[config.mk]
export PLATFORM = sky130hd
export DESIGN_NAME = source_text_tokenizer
export DESIGN_NICKNAME = d
export VERILOG_FILES = /design/src/rtl/stt_pkg.sv /design/src/rtl/stt_scanner.sv /design/src/rtl/stt_tok_fifo.sv /design/src/rtl/source_text_tokenizer.sv
export SDC_FILE = /design/constraint.sdc
export NUM_CORES = 1
export LEC_CHECK = 0
export ABC_AREA = 1
export BUFFER_PORTS_ARGS = -buffer_cell sky130_fd_sc_hd__buf_4
export CORE_ASPECT_RATIO = 1.25
export CORE_UTILIZATION = 67
export CTS_CLUSTER_DIAMETER = 150
export DETAILED_ROUTE_END_ITERATION = 12
export HOLD_SLACK_MARGIN = 0.02
export PLACE_DENSITY = 0.95
export SLEW_MARGIN = 20
export SYNTH_ARGS = -nofsm -noshare
export SYNTH_HDL_FRONTEND = slang
export SYNTH_SLANG_ARGS = --single-unit
[constraint.sdc]
create_clock -name clk -period 12.8 [get_ports clk]
set_input_delay 1.28 -clock clk [delete_from_list [all_inputs] [get_ports clk]]
set_output_delay 1.28 -clock clk [all_outputs]
set_load 0.05 [all_outputs]
[src/rtl/stt_pkg.sv]
// ----------------------------------------------------------------------------
// stt_pkg
// shared types, token codes and character classes of the source text tokenizer
// ----------------------------------------------------------------------------
package stt_pkg;

	typedef enum logic [4:0] {
		TOK_EOF       = 5'd0,
		TOK_IDENT     = 5'd1,
		TOK_NUMBER    = 5'd2,
		TOK_STRING    = 5'd3,
		TOK_KEYWORD   = 5'd4,
		TOK_PLUS      = 5'd5,
		TOK_MINUS     = 5'd6,
		TOK_MUL       = 5'd7,
		TOK_DIV       = 5'd8,
		TOK_ASSIGN    = 5'd9,
		TOK_EQ        = 5'd10,
		TOK_NE        = 5'd11,
		TOK_LT        = 5'd12,
		TOK_GT        = 5'd13,
		TOK_LE        = 5'd14,
		TOK_GE        = 5'd15,
		TOK_LPAREN    = 5'd16,
		TOK_RPAREN    = 5'd17,
		TOK_LBRACE    = 5'd18,
		TOK_RBRACE    = 5'd19,
		TOK_SEMI      = 5'd20,
		TOK_COMMA     = 5'd21,
		TOK_ERROR     = 5'd22
	} tok_kind_t;

	typedef enum logic [3:0] {
		MODE_IDLE,
		MODE_IDENT,
		MODE_NUMBER,
		MODE_STRING,
		MODE_EQ,
		MODE_BANG,
		MODE_LT,
		MODE_GT
	} scan_mode_t;

	// one token as it leaves the block
	typedef struct packed {
		logic        last;
		logic [15:0] offset;
		logic [15:0] length;
		logic [15:0] column;
		logic [15:0] line;
		tok_kind_t   kind;
	} token_t;

	localparam int FIFO_DEPTH = 4;
	localparam int FIFO_PTR_W = 2;
	localparam int FIFO_CNT_W = 3;

	localparam int KW_NUM   = 9;
	localparam int KW_CHARS = 6;

	// keyword text, first character in the lowest byte
	localparam logic [8*KW_CHARS-1:0] KW_TEXT [KW_NUM] = '{
		48'h0000_0074_656c,  // let
		48'h0000_0000_6669,  // if
		48'h0000_6573_6c65,  // else
		48'h0065_6c69_6877,  // while
		48'h0000_0072_6f66,  // for
		48'h6e72_7574_6572,  // return
		48'h0000_6575_7274,  // true
		48'h0065_736c_6166,  // false
		48'h0000_7469_7865   // exit
	};
	localparam logic [2:0] KW_LEN [KW_NUM] = '{
		3'd3, 3'd2, 3'd4, 3'd5, 3'd3, 3'd6, 3'd4, 3'd5, 3'd4
	};

	function automatic logic alpha_char(input logic [7:0] c);
		return (c >= "a" && c <= "z") || (c >= "A" && c <= "Z") || c == "_";
	endfunction

	function automatic logic numeral_char(input logic [7:0] c);
		return c >= "0" && c <= "9";
	endfunction

	function automatic logic is_blank(input logic [7:0] c);
		return c == " " || c == 8'h09 || c == 8'h0D;
	endfunction

	// mode entered when a byte arrives between tokens
	function automatic scan_mode_t start_mode(input logic [7:0] c);
		scan_mode_t m;
		case (c)
			"\"":    m = MODE_STRING;
			"=":     m = MODE_EQ;
			"!":     m = MODE_BANG;
			"<":     m = MODE_LT;
			">":     m = MODE_GT;
			default: m = alpha_char(c) ? MODE_IDENT :
			             numeral_char(c) ? MODE_NUMBER : MODE_IDLE;
		endcase
		return m;
	endfunction

	// kind of a byte that is a token of its own
	function automatic tok_kind_t single_kind(input logic [7:0] c);
		tok_kind_t k;
		case (c)
			"+":     k = TOK_PLUS;
			"-":     k = TOK_MINUS;
			"*":     k = TOK_MUL;
			"/":     k = TOK_DIV;
			"(":     k = TOK_LPAREN;
			")":     k = TOK_RPAREN;
			"{":     k = TOK_LBRACE;
			"}":     k = TOK_RBRACE;
			";":     k = TOK_SEMI;
			",":     k = TOK_COMMA;
			default: k = TOK_ERROR;
		endcase
		return k;
	endfunction

	// operator held back, completed by '='
	function automatic tok_kind_t pair_kind(input scan_mode_t m);
		tok_kind_t k;
		unique case (m)
			MODE_EQ:   k = TOK_EQ;
			MODE_BANG: k = TOK_NE;
			MODE_LT:   k = TOK_LE;
			default:   k = TOK_GE;
		endcase
		return k;
	endfunction

	// operator held back, ended by anything else
	function automatic tok_kind_t lone_kind(input scan_mode_t m);
		tok_kind_t k;
		unique case (m)
			MODE_EQ:   k = TOK_ASSIGN;
			MODE_LT:   k = TOK_LT;
			MODE_GT:   k = TOK_GT;
			default:   k = TOK_ERROR;
		endcase
		return k;
	endfunction

	// parallel compare of the first characters against all keywords;
	// len is the word length, 7 standing for anything longer than six
	function automatic logic kw_match(input logic [8*KW_CHARS-1:0] word,
	                                  input logic [2:0] len);
		logic [8*KW_CHARS-1:0] mask;
		logic                  hit;
		mask = '0;
		hit  = 1'b0;
		for (int j = 0; j < KW_CHARS; j++) begin
			if (3'(j) < len) begin
				mask[8*j +: 8] = 8'hFF;
			end
		end
		for (int i = 0; i < KW_NUM; i++) begin
			if (len == KW_LEN[i] && (word & mask) == KW_TEXT[i]) begin
				hit = 1'b1;
			end
		end
		return hit;
	endfunction

endpackage

[src/rtl/stt_scanner.sv]
// ----------------------------------------------------------------------------
// stt_scanner
// scan state, position counters and the one-byte step that emits up to two tokens
// ----------------------------------------------------------------------------
module stt_scanner #(
	parameter int COUNT_BITS    = 16,
	parameter int KEYWORD_CHARS = 6
) (
	input  logic              clk,
	input  logic              arst_n,
	input  logic              step,
	input  logic [7:0]        text_byte,
	input  logic              end_of_text,
	output logic [1:0]        tok_valid,
	output stt_pkg::token_t   tok0,
	output stt_pkg::token_t   tok1
);
	import stt_pkg::*;

	localparam int PIW = (KEYWORD_CHARS > 1) ? $clog2(KEYWORD_CHARS) : 1;
	localparam logic [COUNT_BITS-1:0] CNT_ONE = COUNT_BITS'(1);
	localparam logic [COUNT_BITS-1:0] CNT_KW  = COUNT_BITS'(KEYWORD_CHARS);

	function automatic logic [COUNT_BITS-1:0] sat_inc(input logic [COUNT_BITS-1:0] v);
		return (v == '1) ? v : COUNT_BITS'(v + CNT_ONE);
	endfunction

	function automatic logic [15:0] clamp16(input logic [COUNT_BITS-1:0] v);
		logic [32:0] w;
		w = 33'(v);
		return (w > 33'h0FFFF) ? 16'hFFFF : w[15:0];
	endfunction

	scan_mode_t              mode_q, mode_d;
	logic [COUNT_BITS-1:0]   line_q, col_q, off_q, scol_q, soff_q, len_q;
	logic [COUNT_BITS-1:0]   line_d, col_d, off_d, scol_d, soff_d, len_d;
	logic [7:0]              prefix_q [KEYWORD_CHARS];
	logic                    pw_en;
	logic [PIW-1:0]          pw_idx;

	// between-token scan of the current byte
	logic [COUNT_BITS-1:0]   id_line, id_col, id_off, id_scol, id_soff, id_len;
	logic                    id_emit, id_pw;
	token_t                  id_tok;

	// token held back by the current mode
	logic                    pend_valid;
	token_t                  pend_tok;
	logic [8*KW_CHARS-1:0]   word;
	logic [2:0]              word_len;

	logic                    go_idle;

	always_comb begin
		for (int j = 0; j < KW_CHARS; j++) begin
			word[8*j +: 8] = prefix_q[j];
		end
		word_len = (len_q <= COUNT_BITS'(KW_CHARS)) ? len_q[2:0] : 3'd7;
	end

	always_comb begin
		id_line = line_q;
		id_col  = sat_inc(col_q);
		id_off  = sat_inc(off_q);
		id_scol = scol_q;
		id_soff = soff_q;
		id_len  = len_q;
		id_emit = 1'b0;
		id_pw   = 1'b0;
		id_tok  = '{last: 1'b0, offset: clamp16(off_q), length: 16'd1,
		            column: clamp16(col_q), line: clamp16(line_q),
		            kind: single_kind(text_byte)};
		if (text_byte == 8'h0A) begin
			id_line = sat_inc(line_q);
			id_col  = CNT_ONE;
		end else if (is_blank(text_byte)) begin
			id_emit = 1'b0;
		end else if (start_mode(text_byte) != MODE_IDLE) begin
			id_scol = col_q;
			id_soff = off_q;
			id_len  = CNT_ONE;
			id_pw   = alpha_char(text_byte);
		end else begin
			id_emit = 1'b1;
		end
	end

	always_comb begin
		pend_valid = (mode_q != MODE_IDLE);
		pend_tok   = '{last: 1'b0, offset: clamp16(soff_q), length: clamp16(len_q),
		               column: clamp16(scol_q), line: clamp16(line_q), kind: TOK_IDENT};
		unique case (mode_q) inside
			MODE_IDENT:  pend_tok.kind = kw_match(word, word_len) ? TOK_KEYWORD : TOK_IDENT;
			MODE_NUMBER: pend_tok.kind = TOK_NUMBER;
			MODE_STRING: pend_tok.kind = TOK_STRING;
			MODE_EQ, MODE_BANG, MODE_LT, MODE_GT: begin
				pend_tok.kind   = lone_kind(mode_q);
				pend_tok.length = 16'd1;
			end
			default:     pend_tok.kind = TOK_IDENT;
		endcase
	end

	// next scan mode
	always_comb begin
		if (end_of_text) begin
			mode_d = MODE_IDLE;
		end else begin
			unique case (mode_q) inside
				MODE_IDENT:  mode_d = (alpha_char(text_byte) || numeral_char(text_byte)) ?
				                      MODE_IDENT : start_mode(text_byte);
				MODE_NUMBER: mode_d = numeral_char(text_byte) ? MODE_NUMBER :
				                      start_mode(text_byte);
				MODE_STRING: mode_d = (text_byte == "\"") ? MODE_IDLE : MODE_STRING;
				MODE_EQ, MODE_BANG, MODE_LT, MODE_GT:
				             mode_d = (text_byte == "=") ? MODE_IDLE : start_mode(text_byte);
				default:     mode_d = start_mode(text_byte);
			endcase
		end
	end

	// counters and emitted tokens
	always_comb begin
		line_d    = line_q;
		col_d     = col_q;
		off_d     = off_q;
		scol_d    = scol_q;
		soff_d    = soff_q;
		len_d     = len_q;
		pw_en     = 1'b0;
		pw_idx    = len_q[PIW-1:0];
		tok_valid = 2'b00;
		tok0      = pend_tok;
		tok1      = id_tok;
		go_idle   = 1'b0;
		if (end_of_text) begin
			tok_valid = {1'b1, pend_valid};
			tok1      = '{last: 1'b1, offset: clamp16(off_q), length: 16'd0,
			              column: clamp16(col_q), line: clamp16(line_q), kind: TOK_EOF};
			line_d    = CNT_ONE;
			col_d     = CNT_ONE;
			off_d     = '0;
			scol_d    = '0;
			soff_d    = '0;
			len_d     = '0;
		end else begin
			unique case (mode_q) inside
				MODE_IDENT: begin
					if (alpha_char(text_byte) || numeral_char(text_byte)) begin
						pw_en = (len_q < CNT_KW);
						len_d = sat_inc(len_q);
						col_d = sat_inc(col_q);
						off_d = sat_inc(off_q);
					end else begin
						go_idle = 1'b1;
					end
				end
				MODE_NUMBER: begin
					if (numeral_char(text_byte)) begin
						len_d = sat_inc(len_q);
						col_d = sat_inc(col_q);
						off_d = sat_inc(off_q);
					end else begin
						go_idle = 1'b1;
					end
				end
				MODE_STRING: begin
					len_d = sat_inc(len_q);
					off_d = sat_inc(off_q);
					if (text_byte == "\"") begin
						col_d     = sat_inc(col_q);
						tok_valid = 2'b10;
						tok1      = '{last: 1'b1, offset: clamp16(soff_q),
						              length: clamp16(sat_inc(len_q)), column: clamp16(scol_q),
						              line: clamp16(line_q), kind: TOK_STRING};
					end else if (text_byte == 8'h0A) begin
						line_d = sat_inc(line_q);
						col_d  = CNT_ONE;
					end else begin
						col_d = sat_inc(col_q);
					end
				end
				MODE_EQ, MODE_BANG, MODE_LT, MODE_GT: begin
					if (text_byte == "=") begin
						col_d     = sat_inc(col_q);
						off_d     = sat_inc(off_q);
						tok_valid = 2'b10;
						tok1      = '{last: 1'b1, offset: clamp16(soff_q), length: 16'd2,
						              column: clamp16(scol_q), line: clamp16(line_q),
						              kind: pair_kind(mode_q)};
					end else begin
						go_idle = 1'b1;
					end
				end
				default: go_idle = 1'b1;
			endcase
			if (go_idle) begin
				tok_valid = {id_emit, pend_valid};
				line_d    = id_line;
				col_d     = id_col;
				off_d     = id_off;
				scol_d    = id_scol;
				soff_d    = id_soff;
				len_d     = id_len;
				pw_en     = id_pw;
				pw_idx    = '0;
			end
		end
		tok0.last = !tok_valid[1];
		tok1.last = 1'b1;
	end

	always_ff @(posedge clk or negedge arst_n) begin
		if (!arst_n) begin
			mode_q <= MODE_IDLE;
			line_q <= CNT_ONE;
			col_q  <= CNT_ONE;
			off_q  <= '0;
			scol_q <= '0;
			soff_q <= '0;
			len_q  <= '0;
		end else if (step) begin
			mode_q <= mode_d;
			line_q <= line_d;
			col_q  <= col_d;
			off_q  <= off_d;
			scol_q <= scol_d;
			soff_q <= soff_d;
			len_q  <= len_d;
		end
	end

	// identifier prefix, only read at places written for the current word
	always_ff @(posedge clk) begin
		if (step && !end_of_text && pw_en) begin
			prefix_q[pw_idx] <= text_byte;
		end
	end

`ifndef NO_ASSERTIONS
	a_eof_on_end: assert property (@(posedge clk) disable iff (!arst_n)
		step && end_of_text |-> tok_valid[1] && tok1.kind == TOK_EOF)
		else $error("end of text without eof token");

	a_counters_cleared: assert property (@(posedge clk) disable iff (!arst_n)
		step && end_of_text |=> line_q == CNT_ONE && col_q == CNT_ONE && off_q == '0)
		else $error("counters not cleared after end of text");

	a_idle_no_flush: assert property (@(posedge clk) disable iff (!arst_n)
		step && mode_q == MODE_IDLE |-> !tok_valid[0])
		else $error("flush token emitted with nothing pending");

	a_hold_when_stalled: assert property (@(posedge clk) disable iff (!arst_n)
		!step |=> $stable(line_q) && $stable(off_q) && $stable(len_q))
		else $error("scan state moved without a step");
`endif

endmodule

[src/rtl/stt_tok_fifo.sv]
// ----------------------------------------------------------------------------
// stt_tok_fifo
// small token queue: takes up to two tokens a cycle, hands out one
// ----------------------------------------------------------------------------
module stt_tok_fifo (
	input  logic            clk,
	input  logic            arst_n,
	input  logic [1:0]      push,
	input  stt_pkg::token_t din0,
	input  stt_pkg::token_t din1,
	output logic            room,
	output logic            valid,
	input  logic            ready,
	output stt_pkg::token_t dout
);
	import stt_pkg::*;

	token_t                  mem_q [FIFO_DEPTH];
	logic [FIFO_PTR_W-1:0]   wp_q, rp_q, wp1;
	logic [FIFO_CNT_W-1:0]   cnt_q;
	logic                    pop;

	assign valid = (cnt_q != '0);
	assign dout  = mem_q[rp_q];
	assign pop   = valid && ready;
	// space for the worst case of two tokens from one byte
	assign room  = (cnt_q <= FIFO_CNT_W'(FIFO_DEPTH - 2));
	assign wp1   = wp_q + FIFO_PTR_W'(push[0]);

	always_ff @(posedge clk or negedge arst_n) begin
		if (!arst_n) begin
			wp_q  <= '0;
			rp_q  <= '0;
			cnt_q <= '0;
		end else begin
			wp_q  <= wp_q + FIFO_PTR_W'(push[0]) + FIFO_PTR_W'(push[1]);
			rp_q  <= rp_q + FIFO_PTR_W'(pop);
			cnt_q <= cnt_q + FIFO_CNT_W'(push[0]) + FIFO_CNT_W'(push[1]) - FIFO_CNT_W'(pop);
		end
	end

	always_ff @(posedge clk) begin
		if (push[0]) begin
			mem_q[wp_q] <= din0;
		end
		if (push[1]) begin
			mem_q[wp1] <= din1;
		end
	end

`ifndef NO_ASSERTIONS
	a_no_overflow: assert property (@(posedge clk) disable iff (!arst_n)
		cnt_q <= FIFO_CNT_W'(FIFO_DEPTH))
		else $error("token queue overflow");

	a_push_needs_room: assert property (@(posedge clk) disable iff (!arst_n)
		push != 2'b00 |-> room)
		else $error("push into queue without room");

	a_count_step: assert property (@(posedge clk) disable iff (!arst_n)
		push == 2'b00 && !pop |=> $stable(cnt_q))
		else $error("queue count moved without push or pop");
`endif

endmodule

[src/rtl/source_text_tokenizer.sv]
// ----------------------------------------------------------------------------
// source_text_tokenizer
// streaming lexer: source bytes in, tokens with kind and position out
// ----------------------------------------------------------------------------
// usage
// input stream: one source byte per request in s_axis_tdata[7:0]; s_axis_tlast
// marks end of text (the byte is then ignored), which flushes any pending token,
// emits an eof token and puts line, column and offset back to their start values.
// output stream: one token per request; m_axis_tlast is set on the last token
// caused by an input byte. identifiers, numbers and < > = ! are held until the
// byte that ends them, so a token leaves with the following byte.
// path: a byte is held in the input register, is scanned and its tokens are
// written to a four-entry token queue, from whose head they are offered.
// one byte per cycle is sustained while the queue has room; a byte that both
// closes a pending token and emits its own puts two tokens in the queue, which
// hands them out one at a time through its single read port.
// stall: while the queue has less than two free entries, the scan step waits and
// s_axis_tready drops once the input register is full; nothing is lost.
// reset: arst_n clears the scan state, counters and queue; line and column start at 1.
// ----------------------------------------------------------------------------
module source_text_tokenizer #(
	parameter int COUNT_BITS    = 16,
	parameter int KEYWORD_CHARS = 6
) (
	input  logic        clk,
	input  logic        arst_n,
	input  logic        s_axis_tvalid,
	output logic        s_axis_tready,
	input  logic [7:0]  s_axis_tdata,   // text_byte
	input  logic        s_axis_tlast,   // end_of_text
	output logic        m_axis_tvalid,
	input  logic        m_axis_tready,
	output logic [71:0] m_axis_tdata,   // token_kind[4:0], token_line[20:5],
	                                    // token_column[36:21], token_length[52:37],
	                                    // token_offset[68:53], zero fill
	output logic        m_axis_tlast    // last_of_run
);
	import stt_pkg::*;

	logic        valid_s1;
	logic [7:0]  byte_s1;
	logic        eot_s1;
	logic        room;
	logic        step;
	logic [1:0]  tok_valid;
	token_t      tok0, tok1, head;

	assign step          = valid_s1 && room;
	assign s_axis_tready = !valid_s1 || room;

	always_ff @(posedge clk or negedge arst_n) begin
		if (!arst_n) begin
			valid_s1 <= 1'b0;
		end else if (s_axis_tready) begin
			valid_s1 <= s_axis_tvalid;
		end
	end

	always_ff @(posedge clk) begin
		if (s_axis_tvalid && s_axis_tready) begin
			byte_s1 <= s_axis_tdata;
			eot_s1  <= s_axis_tlast;
		end
	end

	stt_scanner #(
		.COUNT_BITS    (COUNT_BITS),
		.KEYWORD_CHARS (KEYWORD_CHARS)
	) u_scanner (
		.clk         (clk),
		.arst_n      (arst_n),
		.step        (step),
		.text_byte   (byte_s1),
		.end_of_text (eot_s1),
		.tok_valid   (tok_valid),
		.tok0        (tok0),
		.tok1        (tok1)
	);

	stt_tok_fifo u_fifo (
		.clk    (clk),
		.arst_n (arst_n),
		.push   (tok_valid & {2{step}}),
		.din0   (tok0),
		.din1   (tok1),
		.room   (room),
		.valid  (m_axis_tvalid),
		.ready  (m_axis_tready),
		.dout   (head)
	);

	assign m_axis_tdata = {3'b000, head.offset, head.length, head.column, head.line,
	                       head.kind};
	assign m_axis_tlast = head.last;

`ifndef NO_ASSERTIONS
	a_input_reg_hold: assert property (@(posedge clk) disable iff (!arst_n)
		valid_s1 && !room |=> valid_s1 && $stable(byte_s1) && $stable(eot_s1))
		else $error("input register lost a byte while waiting");

	a_ready_when_empty: assert property (@(posedge clk) disable iff (!arst_n)
		!valid_s1 |-> s_axis_tready)
		else $error("not ready with an empty input register");

	a_eof_reaches_queue: assert property (@(posedge clk) disable iff (!arst_n)
		step && eot_s1 |=> m_axis_tvalid)
		else $error("end of text left no token in the queue");
`endif

endmodule

==> impl_metrics.py <==
metrics = {
    "routing": {
        "first_iter_violations": 3365,
        "viasPerCell": 7.03,
        "dr.pass1.iters": 12,
        "routedWlPerCell_um": 23.8,
        "totalWireLength_um": 64300,
        "vias": 18900,
        "ant_nets": 0,
        "drc": 0,
    },
    "sta": {
        "rsz0062_at_grt": "false",
        "setup-violations-final": 0,
        "skew_ps": 12.6,
        "slew_viol_final": 0,
        "fmax_mhz": 182,
        "fin_tns_setup_ps": 0,
        "period_share": 0.430,
        "relSlewSlack": 0.213,
        "min_period_ps": 5510,
        "finalHoldViolCount": 0,
        "tightest_slew_ps": 1180,
    },
    "yosys": {
        "async_flop_share": 0.241,
        "ys_seq_elements": 444,
        "synth_edf_count": 333,
        "synthCells": 2235,
        "ys_warn_count": 0,
        "syn_area_mm2": 0.0218,
        "synth_cell_types": 59,
        "ys_seq_area_frac": 0.585,
        "synth.avg_cell_area_um2": 9.75,
        "ys.flop_type": "edfxtp_1",
    },
    "clock_tree": {
        "cts_tree": "built",
        "cts_hold_buf": 0,
        "clk_latency_ps": 560,
        "cts_resized": 0,
        "htreeDepth": 2,
        "numCtsBuffers": 41,
        "clockRootBuffer": "clkbuf_16",
        "clk_path_buf_depth": 3,
        "cts_setup_buffers": 0,
        "cts.sinks": 444,
        "clk_pin_slew_worst_paths_ps": 60,
    },
    "placement": {
        "gp_congestion": 0.988,
        "place_area_mm2": 0.0224,
        "port_buffers": 84,
        "hpwl_um": 38000,
    },
    "finish": {
        "areaGrowthSynthToFinish_pct": 8.64,
        "fin_area_mm2": 0.0237,
        "layout_common_cells": "nor2_1 (334), edfxtp_1 (333), o22ai_1 (293), nand2_1 (218), o21ai_0 (213)",
        "drive_gt1_frac": 0.104,
        "fin_nets": 2275,
        "n_antenna_cell": 0,
        "layout_commonest_cell": "nor2_1",
    },
    "worst_setup_path": {
        "regToRegSetupSlack_ps": 7290,
        "crit_required_ps": 13210,
        "crit_path_end_kind": "flip-flop",
        "critPathArrivalTime_ps": 5910,
        "critical_path_class": "reg2reg",
        "start_kind": "flip-flop",
        "cp_max_fo": 71,
    },
    "global_route": {
        "gr-total-overflow": 0,
        "grt_pass1_wl_um": 99100,
        "grt_pass1_vias": 18600,
        "antenna_found_initial": 0,
        "grt_max_degree": 97,
        "grtUsageTotal": 0.388,
    },
    "die": {
        "die_h_um": 204,
        "io_pins": 88,
        "core_area_mm2": 0.0319,
        "floorplan.initialDensity": 0.684,
        "rows": 73,
        "dieArea_mm2": 0.0333,
        "die_x_um": 163,
    },
    "min_path": {
        "hp-class": "reg2reg",
    },
    "power": {
        "peakVddDrop_v": 0.000233,
        "power_density_mw_per_mm2": 233,
        "p_leak_nw": 8.46,
    },
    "status": {
        "status": "finished clean",
    },
    "job": {
        "drv_cap": 0,
    },
}
==> through the flow <==
stage	hold slack, ps	util	setup WS, ps	instances	power (mW)
3_3_place_gp	456	0.701	7760	2619	4.14
4_1_cts	482	0.742	7390	2695	5.44
3_5_place_dp	472	0.701	7450	2619	4.22
6_report	481	0.743	7290	2695	5.52
2_1_floorplan	433	-	8580	2237	3.53
5_1_grt	516	0.743	6960	2695	5.66
==> logic make-up (layout without fill, tap and decap cells) <==
family / Yosys count / in the layout / synth area share
compound gates: 610 / 610 / 0.164
simple gates: 797 / 797 / 0.163
xor+xnor: 18 / 18 / 0.00723
buf+inv: 353 / 399 / 0.0720
flops: 444 / 444 / 0.585
fa+ha+maj: 12 / 12 / 0.00758
other cells: 1 / 3 / 0.000172
==> final timing paths <==
check,endpoint,cells after the start,from
max in group asynchronous,u_scanner.col_q[3],2,arst_n
min,u_scanner.line_q[15],1,u_scanner.line_q[15]
max,u_fifo.mem_q[0][19],21,byte_s1[3]
max reg2reg,u_fifo.mem_q[0][19],21,byte_s1[3]
min reg2reg,u_scanner.line_q[15],1,u_scanner.line_q[15]
min in group asynchronous,u_scanner.off_q[13],1,arst_n
==> worst max-delay path, stage by stage, from the launching register on <==
cell	delay (ps)
edfxtp_1	560
inv_1	130
nor2_2	140
inv_2	70
nor2_4	130
o21bai_2	70
a21oi_2	210
inv_2	70
nand3_2	70
nand2_1	60
inv_2	70
nand2_4	80
nor2_8	250
nor3_1	100
ha_1	260
xnor2_1	340
inv_1	120
nor2_1	180
nand3_4	650
nand2_4	1170
inv_2	320
nor2_1	220
==> per-layer routing <==
| layer | global-route usage | vias up | wire length, µm |
|---|---|---|---|
| met4 | 0.272 | 0 | 5050 |
| met3 | 0.0911 | 430 | 7890 |
| met2 | 0.634 | 1716 | 30900 |
| met1 | 0.449 | 8761 | 20400 |
| met5 | 0 | - | 0 |
| li1 | - | 8037 | - |
==> state kept, by name, summed over array words and instances (netlist names), 16 cells and up <==
name and count:
u_scanner.col_q 16, u_scanner.soff_q 16, u_scanner.off_q 16, u_fifo.mem_q 280, u_scanner.scol_q 16, u_scanner.len_q 16, u_scanner.prefix_q 48, u_scanner.line_q 16
==> cell usage after synthesis (all sizes together), types with 8 or more instances <==
cell type	count	area, µm²
inv	226	848
ha	10	125
dfrtp	105	2630
clkbuf	62	234
nand3	121	676
nor2	345	1350
buf	63	479
a22oi	16	120
o22ai	293	1830
nor4	13	87.6
nor3	51	275
xor2	13	114
a21oi	43	226
a211oi	8	82.6
o21ai	226	1140
nand2	230	923
nand4	20	131
edfxtp	333	10000
==> power breakdown <==
part | leakage (nW) | internal [mW] | total, mW | switching (mW)
clock network | 0.628 | 0.669 | 1.22 | 0.552
logic | 3.20 | 0.530 | 2.34 | 1.81
registers | 4.63 | 1.82 | 1.96 | 0.142
==> cell type report <==
type | instances | area [µm²]
tap | 412 | 515
timing repair buffer | 95 | 713
clock inverter | 22 | 201
fill | 1940 | 8200
multi-input combinational | 1440 | 7530
sequential | 444 | 12800
clock buffer | 54 | 1090
inverter | 228 | 857
(Power assumes the default switching activity.)
